`config.mk`:
```
export PLATFORM = sky130hd
export DESIGN_NAME = sha256_stream_hasher_flat
export DESIGN_NICKNAME = d
export VERILOG_FILES = /design/src/rtl/s256_pkg.sv /design/src/rtl/s256_if.sv /design/src/rtl/s256_round.sv /design/src/rtl/sha256_stream_hasher.sv /design/src/flat_wrapper.sv
export SDC_FILE = /design/constraint.sdc
export NUM_CORES = 2
export LEC_CHECK = 0
export BUFFER_PORTS_ARGS = -buffer_cell sky130_fd_sc_hd__buf_2
export CAP_MARGIN = 20
export CORE_MARGIN = 4
export CORE_UTILIZATION = 34
export CTS_BUF_LIST = sky130_fd_sc_hd__clkbuf_4 sky130_fd_sc_hd__clkbuf_8
export CTS_CLUSTER_DIAMETER = 50
export DETAILED_ROUTE_END_ITERATION = 6
export SLEW_MARGIN = 20
export SYNTH_ARGS = -nofsm -noshare
export SYNTH_HDL_FRONTEND = slang
export SYNTH_SLANG_ARGS = --single-unit
```
`constraint.sdc`:
```
create_clock -name clock -period 10.9 [get_ports clock]
set_input_delay 2.18 -clock clock [delete_from_list [all_inputs] [get_ports clock]]
set_output_delay 2.18 -clock clock [all_outputs]
set_load 0.03 [all_outputs]
```
`src/rtl/s256_pkg.sv`:
```
// shared types, codes and constants of the streaming sha-256 hasher
// no dependencies; compiled before every other file of the block
package s256_pkg;

   typedef logic [31:0]       word_type;
   typedef logic [7:0][31:0]  hash_type;     // index 0 is a / h0
   typedef logic [15:0][31:0] window_type;   // index 0 is the oldest schedule word

   typedef enum logic [2:0] {
      ST_IDLE,
      ST_PAD,
      ST_ROUND,
      ST_FOLD,
      ST_EMIT
   } state_type;

   localparam logic CMD_ABSORB = 1'b0;
   localparam logic CMD_FINISH = 1'b1;

   localparam logic [7:0] PAD_BYTE   = 8'h80;
   localparam logic [5:0] LEN_POS    = 6'd56;
   localparam logic [5:0] BLOCK_LAST = 6'd63;
   localparam logic [5:0] ROUND_LAST = 6'd63;
   localparam logic [2:0] WORD_LAST  = 3'd7;
   localparam logic [1:0] LANE_LAST  = 2'd3;

   // initial hash value, h7 down to h0
   localparam hash_type SHA_IV = {
      32'h5BE0CD19, 32'h1F83D9AB, 32'h9B05688C, 32'h510E527F,
      32'hA54FF53A, 32'h3C6EF372, 32'hBB67AE85, 32'h6A09E667
   };

   localparam word_type ROUND_K [64] = '{
      32'h428a2f98, 32'h71374491, 32'hb5c0fbcf, 32'he9b5dba5,
      32'h3956c25b, 32'h59f111f1, 32'h923f82a4, 32'hab1c5ed5,
      32'hd807aa98, 32'h12835b01, 32'h243185be, 32'h550c7dc3,
      32'h72be5d74, 32'h80deb1fe, 32'h9bdc06a7, 32'hc19bf174,
      32'he49b69c1, 32'hefbe4786, 32'h0fc19dc6, 32'h240ca1cc,
      32'h2de92c6f, 32'h4a7484aa, 32'h5cb0a9dc, 32'h76f988da,
      32'h983e5152, 32'ha831c66d, 32'hb00327c8, 32'hbf597fc7,
      32'hc6e00bf3, 32'hd5a79147, 32'h06ca6351, 32'h14292967,
      32'h27b70a85, 32'h2e1b2138, 32'h4d2c6dfc, 32'h53380d13,
      32'h650a7354, 32'h766a0abb, 32'h81c2c92e, 32'h92722c85,
      32'ha2bfe8a1, 32'ha81a664b, 32'hc24b8b70, 32'hc76c51a3,
      32'hd192e819, 32'hd6990624, 32'hf40e3585, 32'h106aa070,
      32'h19a4c116, 32'h1e376c08, 32'h2748774c, 32'h34b0bcb5,
      32'h391c0cb3, 32'h4ed8aa4a, 32'h5b9cca4f, 32'h682e6ff3,
      32'h748f82ee, 32'h78a5636f, 32'h84c87814, 32'h8cc70208,
      32'h90befffa, 32'ha4506ceb, 32'hbef9a3f7, 32'hc67178f2
   };

endpackage

```
`src/rtl/s256_if.sv`:
```
// valid/ready channel interfaces of the sha-256 hasher: request and response
// no dependencies
interface s256_req_if;
   logic       valid;
   logic       ready;
   logic       cmd;
   logic [7:0] data_byte;

   modport source (output valid, output cmd, output data_byte, input ready);
   modport sink   (input valid, input cmd, input data_byte, output ready);
endinterface

interface s256_rsp_if;
   logic        valid;
   logic        ready;
   logic [31:0] digest_word;
   logic [2:0]  word_index;
   logic        last_word;

   modport source (output valid, output digest_word, output word_index,
                   output last_word, input ready);
   modport sink   (input valid, input digest_word, input word_index,
                   input last_word, output ready);
endinterface

```
`src/rtl/s256_round.sv`:
```
// shared sha-256 round unit: one compression round plus one schedule word
// depends on s256_pkg
module s256_round
   import s256_pkg::*;
(
   input  hash_type   vars_i,
   input  window_type win_i,
   input  word_type   k_i,
   output hash_type   vars_o,
   output word_type   w_next_o
);

   word_type a, b, c, d, e, f, g, h;
   word_type w0, w1, w9, w14;
   word_type big_s0, big_s1, ch, maj, sml_s0, sml_s1, t1, t2;

   always_comb begin
      {h, g, f, e, d, c, b, a} = vars_i;
      w0  = win_i[0];
      w1  = win_i[1];
      w9  = win_i[9];
      w14 = win_i[14];

      big_s1 = {e[5:0], e[31:6]} ^ {e[10:0], e[31:11]} ^ {e[24:0], e[31:25]};
      big_s0 = {a[1:0], a[31:2]} ^ {a[12:0], a[31:13]} ^ {a[21:0], a[31:22]};
      ch     = (e & f) ^ (~e & g);
      maj    = (a & b) ^ (a & c) ^ (b & c);
      t1     = h + big_s1 + ch + k_i + w0;
      t2     = big_s0 + maj;

      sml_s0 = {w1[6:0], w1[31:7]} ^ {w1[17:0], w1[31:18]} ^ (w1 >> 3);
      sml_s1 = {w14[16:0], w14[31:17]} ^ {w14[18:0], w14[31:19]} ^ (w14 >> 10);
      w_next_o = w0 + sml_s0 + w9 + sml_s1;

      vars_o = {g, f, e, d + t1, c, b, a, t1 + t2};
   end

endmodule

```
`src/rtl/sha256_stream_hasher.sv`:
```
// streaming sha-256 hasher. a request word carries either one message byte
// (absorb) or the finish command. every 64th absorbed byte starts the
// compression, which runs one round a cycle through a single shared round
// unit and then folds the working variables into the chain value. a finish
// pushes the pad byte, the zero bytes and the eight length bytes through the
// same byte path one a cycle, held while a compression runs (one or two
// compressions in all), then hands out the eight digest words, h0 first, one
// per accepted response word, with last_word on the eighth. after that the
// chain value and the byte count go back to their initial values. req ready
// is high only while the block is idle; the loop through the round unit sets
// the block rate
// depends on s256_pkg, s256_if and s256_round
module sha256_stream_hasher
   import s256_pkg::*;
(
   input  logic              clock,
   input  logic              reset,
   s256_req_if.sink          req_bus,
   s256_rsp_if.source        rsp_bus
);

   // control state
   state_type   state_ff, state_in;
   logic [60:0] len_ff, len_in;        // bytes absorbed, wraps
   hash_type    chain_ff, chain_in;
   logic [5:0]  rnd_ff, rnd_in;
   logic        padding_ff, padding_in; // finish sequence under way
   logic        first_ff, first_in;     // next pad byte is the 0x80 marker
   logic        lenph_ff, lenph_in;     // length bytes being appended
   logic [2:0]  emit_ff, emit_in;

   // payload
   hash_type    vars_ff, vars_in;
   window_type  win_ff, win_in;
   logic [23:0] cur_ff, cur_in;       // partial big-endian word
   logic [63:0] bits_ff, bits_in;     // message length in bits, latched at finish

   // byte path
   logic        absorb_en;
   logic [7:0]  absorb_byte;
   logic [5:0]  pos;
   logic [5:0]  pos_next;

   // round unit
   hash_type    round_vars;
   word_type    round_w;

   s256_round u_round (
      .vars_i   (vars_ff),
      .win_i    (win_ff),
      .k_i      (ROUND_K[rnd_ff]),
      .vars_o   (round_vars),
      .w_next_o (round_w)
   );

   assign pos      = len_ff[5:0];
   assign pos_next = pos + 6'd1;

   // response is read straight out of the chain registers
   assign rsp_bus.valid       = (state_ff == ST_EMIT);
   assign rsp_bus.digest_word = chain_ff[emit_ff];
   assign rsp_bus.word_index  = emit_ff;
   assign rsp_bus.last_word   = (emit_ff == WORD_LAST);

   always_comb begin
      state_in    = state_ff;
      len_in      = len_ff;
      chain_in    = chain_ff;
      rnd_in      = rnd_ff;
      padding_in  = padding_ff;
      first_in    = first_ff;
      lenph_in    = lenph_ff;
      emit_in     = emit_ff;
      vars_in     = vars_ff;
      win_in      = win_ff;
      cur_in      = cur_ff;
      bits_in     = bits_ff;
      absorb_en   = 1'b0;
      absorb_byte = 8'h00;
      req_bus.ready = 1'b0;

      unique case (state_ff)
         ST_IDLE: begin
            req_bus.ready = 1'b1;
            if (req_bus.valid) begin
               if (req_bus.cmd == CMD_FINISH) begin
                  bits_in    = {len_ff, 3'b000};
                  padding_in = 1'b1;
                  first_in   = 1'b1;
                  lenph_in   = 1'b0;
                  state_in   = ST_PAD;
               end else begin
                  absorb_en   = 1'b1;
                  absorb_byte = req_bus.data_byte;
               end
            end
         end
         ST_PAD: begin
            absorb_en = 1'b1;
            first_in  = 1'b0;
            if (first_ff) begin
               absorb_byte = PAD_BYTE;
            end else if (lenph_ff) begin
               // big-endian length, top byte at position 56
               absorb_byte = bits_ff[{~pos[2:0], 3'b000} +: 8];
            end
            if (!lenph_ff && pos_next == LEN_POS) begin
               lenph_in = 1'b1;
            end
         end
         ST_ROUND: begin
            vars_in = round_vars;
            win_in  = {round_w, win_ff[15:1]};
            rnd_in  = rnd_ff + 6'd1;
            if (rnd_ff == ROUND_LAST) begin
               state_in = ST_FOLD;
            end
         end
         ST_FOLD: begin
            for (int i = 0; i < 8; i++) begin
               chain_in[i] = chain_ff[i] + vars_ff[i];
            end
            emit_in = 3'd0;
            if (!padding_ff) begin
               state_in = ST_IDLE;
            end else if (lenph_ff) begin
               state_in = ST_EMIT;
            end else begin
               state_in = ST_PAD;
            end
         end
         ST_EMIT: begin
            if (rsp_bus.ready) begin
               emit_in = emit_ff + 3'd1;
               if (emit_ff == WORD_LAST) begin
                  chain_in   = SHA_IV;
                  len_in     = '0;
                  padding_in = 1'b0;
                  lenph_in   = 1'b0;
                  state_in   = ST_IDLE;
               end
            end
         end
         default: begin
            state_in = ST_IDLE;
         end
      endcase

      // shared byte path: gather bytes into words, words into the window
      if (absorb_en) begin
         cur_in = {cur_ff[15:0], absorb_byte};
         len_in = len_ff + 61'd1;
         if (pos[1:0] == LANE_LAST) begin
            win_in = {cur_ff, absorb_byte, win_ff[15:1]};
         end
         if (pos == BLOCK_LAST) begin
            vars_in  = chain_ff;
            rnd_in   = 6'd0;
            state_in = ST_ROUND;
         end
      end
   end

   always_ff @(posedge clock) begin
      if (reset) begin
         state_ff   <= ST_IDLE;
         len_ff     <= '0;
         chain_ff   <= SHA_IV;
         rnd_ff     <= '0;
         padding_ff <= 1'b0;
         first_ff   <= 1'b0;
         lenph_ff   <= 1'b0;
         emit_ff    <= '0;
      end else begin
         state_ff   <= state_in;
         len_ff     <= len_in;
         chain_ff   <= chain_in;
         rnd_ff     <= rnd_in;
         padding_ff <= padding_in;
         first_ff   <= first_in;
         lenph_ff   <= lenph_in;
         emit_ff    <= emit_in;
      end
   end

   always_ff @(posedge clock) begin
      vars_ff <= vars_in;
      win_ff  <= win_in;
      cur_ff  <= cur_in;
      bits_ff <= bits_in;
   end

endmodule

```
`src/flat_wrapper.sv`:
```
// flat-port wrapper written by rule: the top's interface ports become plain ports
module sha256_stream_hasher_flat import s256_pkg::*;
  (clock, reset, req_bus_valid, req_bus_cmd, req_bus_data_byte, req_bus_ready, rsp_bus_valid, rsp_bus_digest_word, rsp_bus_word_index, rsp_bus_last_word, rsp_bus_ready);
  s256_req_if req_bus_i ();
  s256_rsp_if rsp_bus_i ();
  input  logic clock;
  input  logic reset;
  input wire logic [$bits(req_bus_i.valid)-1:0] req_bus_valid;
  input wire logic [$bits(req_bus_i.cmd)-1:0] req_bus_cmd;
  input wire logic [$bits(req_bus_i.data_byte)-1:0] req_bus_data_byte;
  output wire logic [$bits(req_bus_i.ready)-1:0] req_bus_ready;
  output wire logic [$bits(rsp_bus_i.valid)-1:0] rsp_bus_valid;
  output wire logic [$bits(rsp_bus_i.digest_word)-1:0] rsp_bus_digest_word;
  output wire logic [$bits(rsp_bus_i.word_index)-1:0] rsp_bus_word_index;
  output wire logic [$bits(rsp_bus_i.last_word)-1:0] rsp_bus_last_word;
  input wire logic [$bits(rsp_bus_i.ready)-1:0] rsp_bus_ready;
  assign req_bus_i.valid = req_bus_valid;
  assign req_bus_i.cmd = req_bus_cmd;
  assign req_bus_i.data_byte = req_bus_data_byte;
  assign req_bus_ready = req_bus_i.ready;
  assign rsp_bus_valid = rsp_bus_i.valid;
  assign rsp_bus_digest_word = rsp_bus_i.digest_word;
  assign rsp_bus_word_index = rsp_bus_i.word_index;
  assign rsp_bus_last_word = rsp_bus_i.last_word;
  assign rsp_bus_i.ready = rsp_bus_ready;
  sha256_stream_hasher u_core (.clock(clock), .reset(reset), .req_bus(req_bus_i), .rsp_bus(rsp_bus_i));
endmodule
```
==> metrics.cfg <==
[place]
dp_hpwl_um=173000
gp_congestion=0.979
port_buffers=50

[drt]
drt-total-wl_um=241000
num_vias=62094
dr.pass1.iters=6
route.detailed.drc=0
drtIter0Drc=5635
viasPerCell=5.45
ant_nets=0
wl_per_cell_um=21.2

[floorplan]
initial_core_util_pct=34.3
io_pins=51
die_area_um2=215000
die_w_um=464
die_h_um=464
core_area_um2=206000
row_count=166

[logic_synthesis]
ys.flop_type=dfxtp_1
yosysSeqAreaShare_pct=34.8
netlist_instances=8728
syn-cell-area_um2=70600
synth_edf_count=85
yosys.area.top_type_share_pct=31.2
synth.distinct_cells=90
syn_nets=9334
yosysTopAreaCell=dfxtp_1
synth_common_cells=2,278 x nand2_1, 1,100 x dfxtp_1, 644 x nor2_1
async_flop_share_pct=0
synth-warning-count=0
ys_seq_elements=1185
avgSynthCellArea_um2=8.09
yosys-top-cells-area=dfxtp_1 31%, nand2_1 12%, ha_1 7.1%, fa_1 5.5%, xnor2_1 5.2%
yosys.cell_count.top_type=nand2_1

[setup_path]
start_kind=register
required_ns=11.70
critPathMaxFanout=21
critPathCaptureType=register
path_class=register to register
cp.arrival_ns=10.25
worst_path_max_delay_cell=o311ai_1
r2r_start=u_core.rnd_ff[1]
cp_common_cell=a21oi_1
crit_start=u_core.rnd_ff[1]
critical-path-max-stage-delay_ns=0.82

[clocking]
numCtsBuffers=208
cts_setup_buffers=0
h-tree-depth=4
cts-resized-gates=0
clk_latency_ns=0.98
path_clk_slew_ns=0.06
hold_buffers=0
cts_tree=done
clock-root-buffer=clkbuf_8
cts_buffer_depth=3
clock_sinks=1185

[global_route]
antenna_found_initial=7
overflow=0
grt_usage_pct=21.6
grt_max_degree=248
grt_pass1_wl_um=362000
first_global_vias=58508

[sta]
period_minus_slack_ns=9.45
tns_ns=0
tightest_slew_ns=1.18
max_freq_ghz=0.106
drv_slew=0
slew_headroom_pct=21.1
grt_setup_unrepaired=false
hold_viol_final=0
setup_violations=0
finalClockSkew_ns=0.0562
fin_crit_sh_pct=86.7
hold_ws_ns=0.418

[run_status]
outcome=finished clean

[worst_hold_path]
min_from=u_core.win_ff[441]
hold_path.class=register to register

[finish]
finalNetCount=9148
regArea_um2=24600
drive_gt1_share_pct=8.68
multi_input_area_um2=43100
fillers=21003
syn_to_final_growth_pct=10.2

[job]
max-cap-violations=0

[area by class of cell]
class                   instances  area share (%)
multi-input cells            6757            55.5
flip-flops and latches       1185            31.6
clock buffers                 333            5.25
well taps                    2688            4.33
repair buffers                151            1.45
inverters                     239            1.16
clock inverters                42           0.706
diodes                          2         0.00644
[per-stage QoR]
stage / cell area [um2] / std cells / utilization, % / setup WS (ns)
CTS: 77800 / 11395 / 37.8 / 1.55
detailed placement: 73100 / 11020 / 35.6 / 1.58
global route: 77800 / 11397 / 37.8 / 0.932
finish: 77800 / 11397 / 37.8 / 1.45
floorplan: 70600 / 8728 / - / 2.82
global placement: 73100 / 11020 / 35.6 / 1.12
[metal layers]
metal | track usage, % | part of all wire (%)
met1 | 29.1 | 44
met3 | 3.46 | 7.2
met2 | 33.5 | 44
met5 | 0 | 0.0041
met4 | 10.7 | 5.3
[flip-flops by register name, summed over array words and instances (netlist names), 6 cells and up]
| register | flops |
|---|---|
| u_core.chain_ff | 256 |
| u_core.cur_ff | 24 |
| u_core.vars_ff | 256 |
| u_core.rnd_ff | 6 |
| u_core.bits_ff | 61 |
| u_core.win_ff | 512 |
| u_core.len_ff | 61 |
[worst max-delay path, delay by kind of cell (launching register included)]
kind	cells	cell delay, ns
buffers and inverters	3	0.41
flip-flops	1	0.32
AO/OA/AOI/OAI	19	4.69
AND/OR/NAND/NOR	5	0.65
XOR/XNOR	3	0.58
adder cells (fa/ha/maj)	6	2.60
[logic make-up after synthesis]
| logic type | share of synthesized area, % |
|---|---|
| multiplexers | 4.04 |
| adder cells (fa/ha/maj) | 13.0 |
| buffers and inverters | 4.18 |
| flip-flops | 34.8 |
| AO/OA/AOI/OAI | 16.3 |
| XOR/XNOR | 6.90 |
| AND/OR/NAND/NOR | 20.8 |
[cell usage in the layout, fill, tap and decap left out, types with 73 or more instances in the layout]
master       n
buf_4       92
o21ai_0    395
a21oi_1    506
clkbuf_8   253
nor3_1     108
dfxtp_1   1094
ha_1       398
nand2_1   2275
mux4_2      84
xnor2_1    421
fa_1       195
xor2_1     135
a21o_1     157
nand3_1    161
o21a_1      73
a31oi_1    270
inv_1      237
edfxtp_1    85
nor2_1     640
clkbuf_4    80
[worst paths after layout]
| check | endpoint | slack, ns | cells past startpoint |
|---|---|---|---|
| worst max-delay path | u_core.vars_ff[159] | 1.45 | 36 |
| worst min-delay path | u_core.win_ff[409] | 0.42 | 2 |
| worst max register to register | u_core.vars_ff[159] | 1.45 | 36 |
| worst min register to register | u_core.win_ff[409] | 0.42 | 2 |
Power is left out: the tool's default activity adds up to more than one toggle a clock period on the data nets, which glitch-free logic cannot reach.
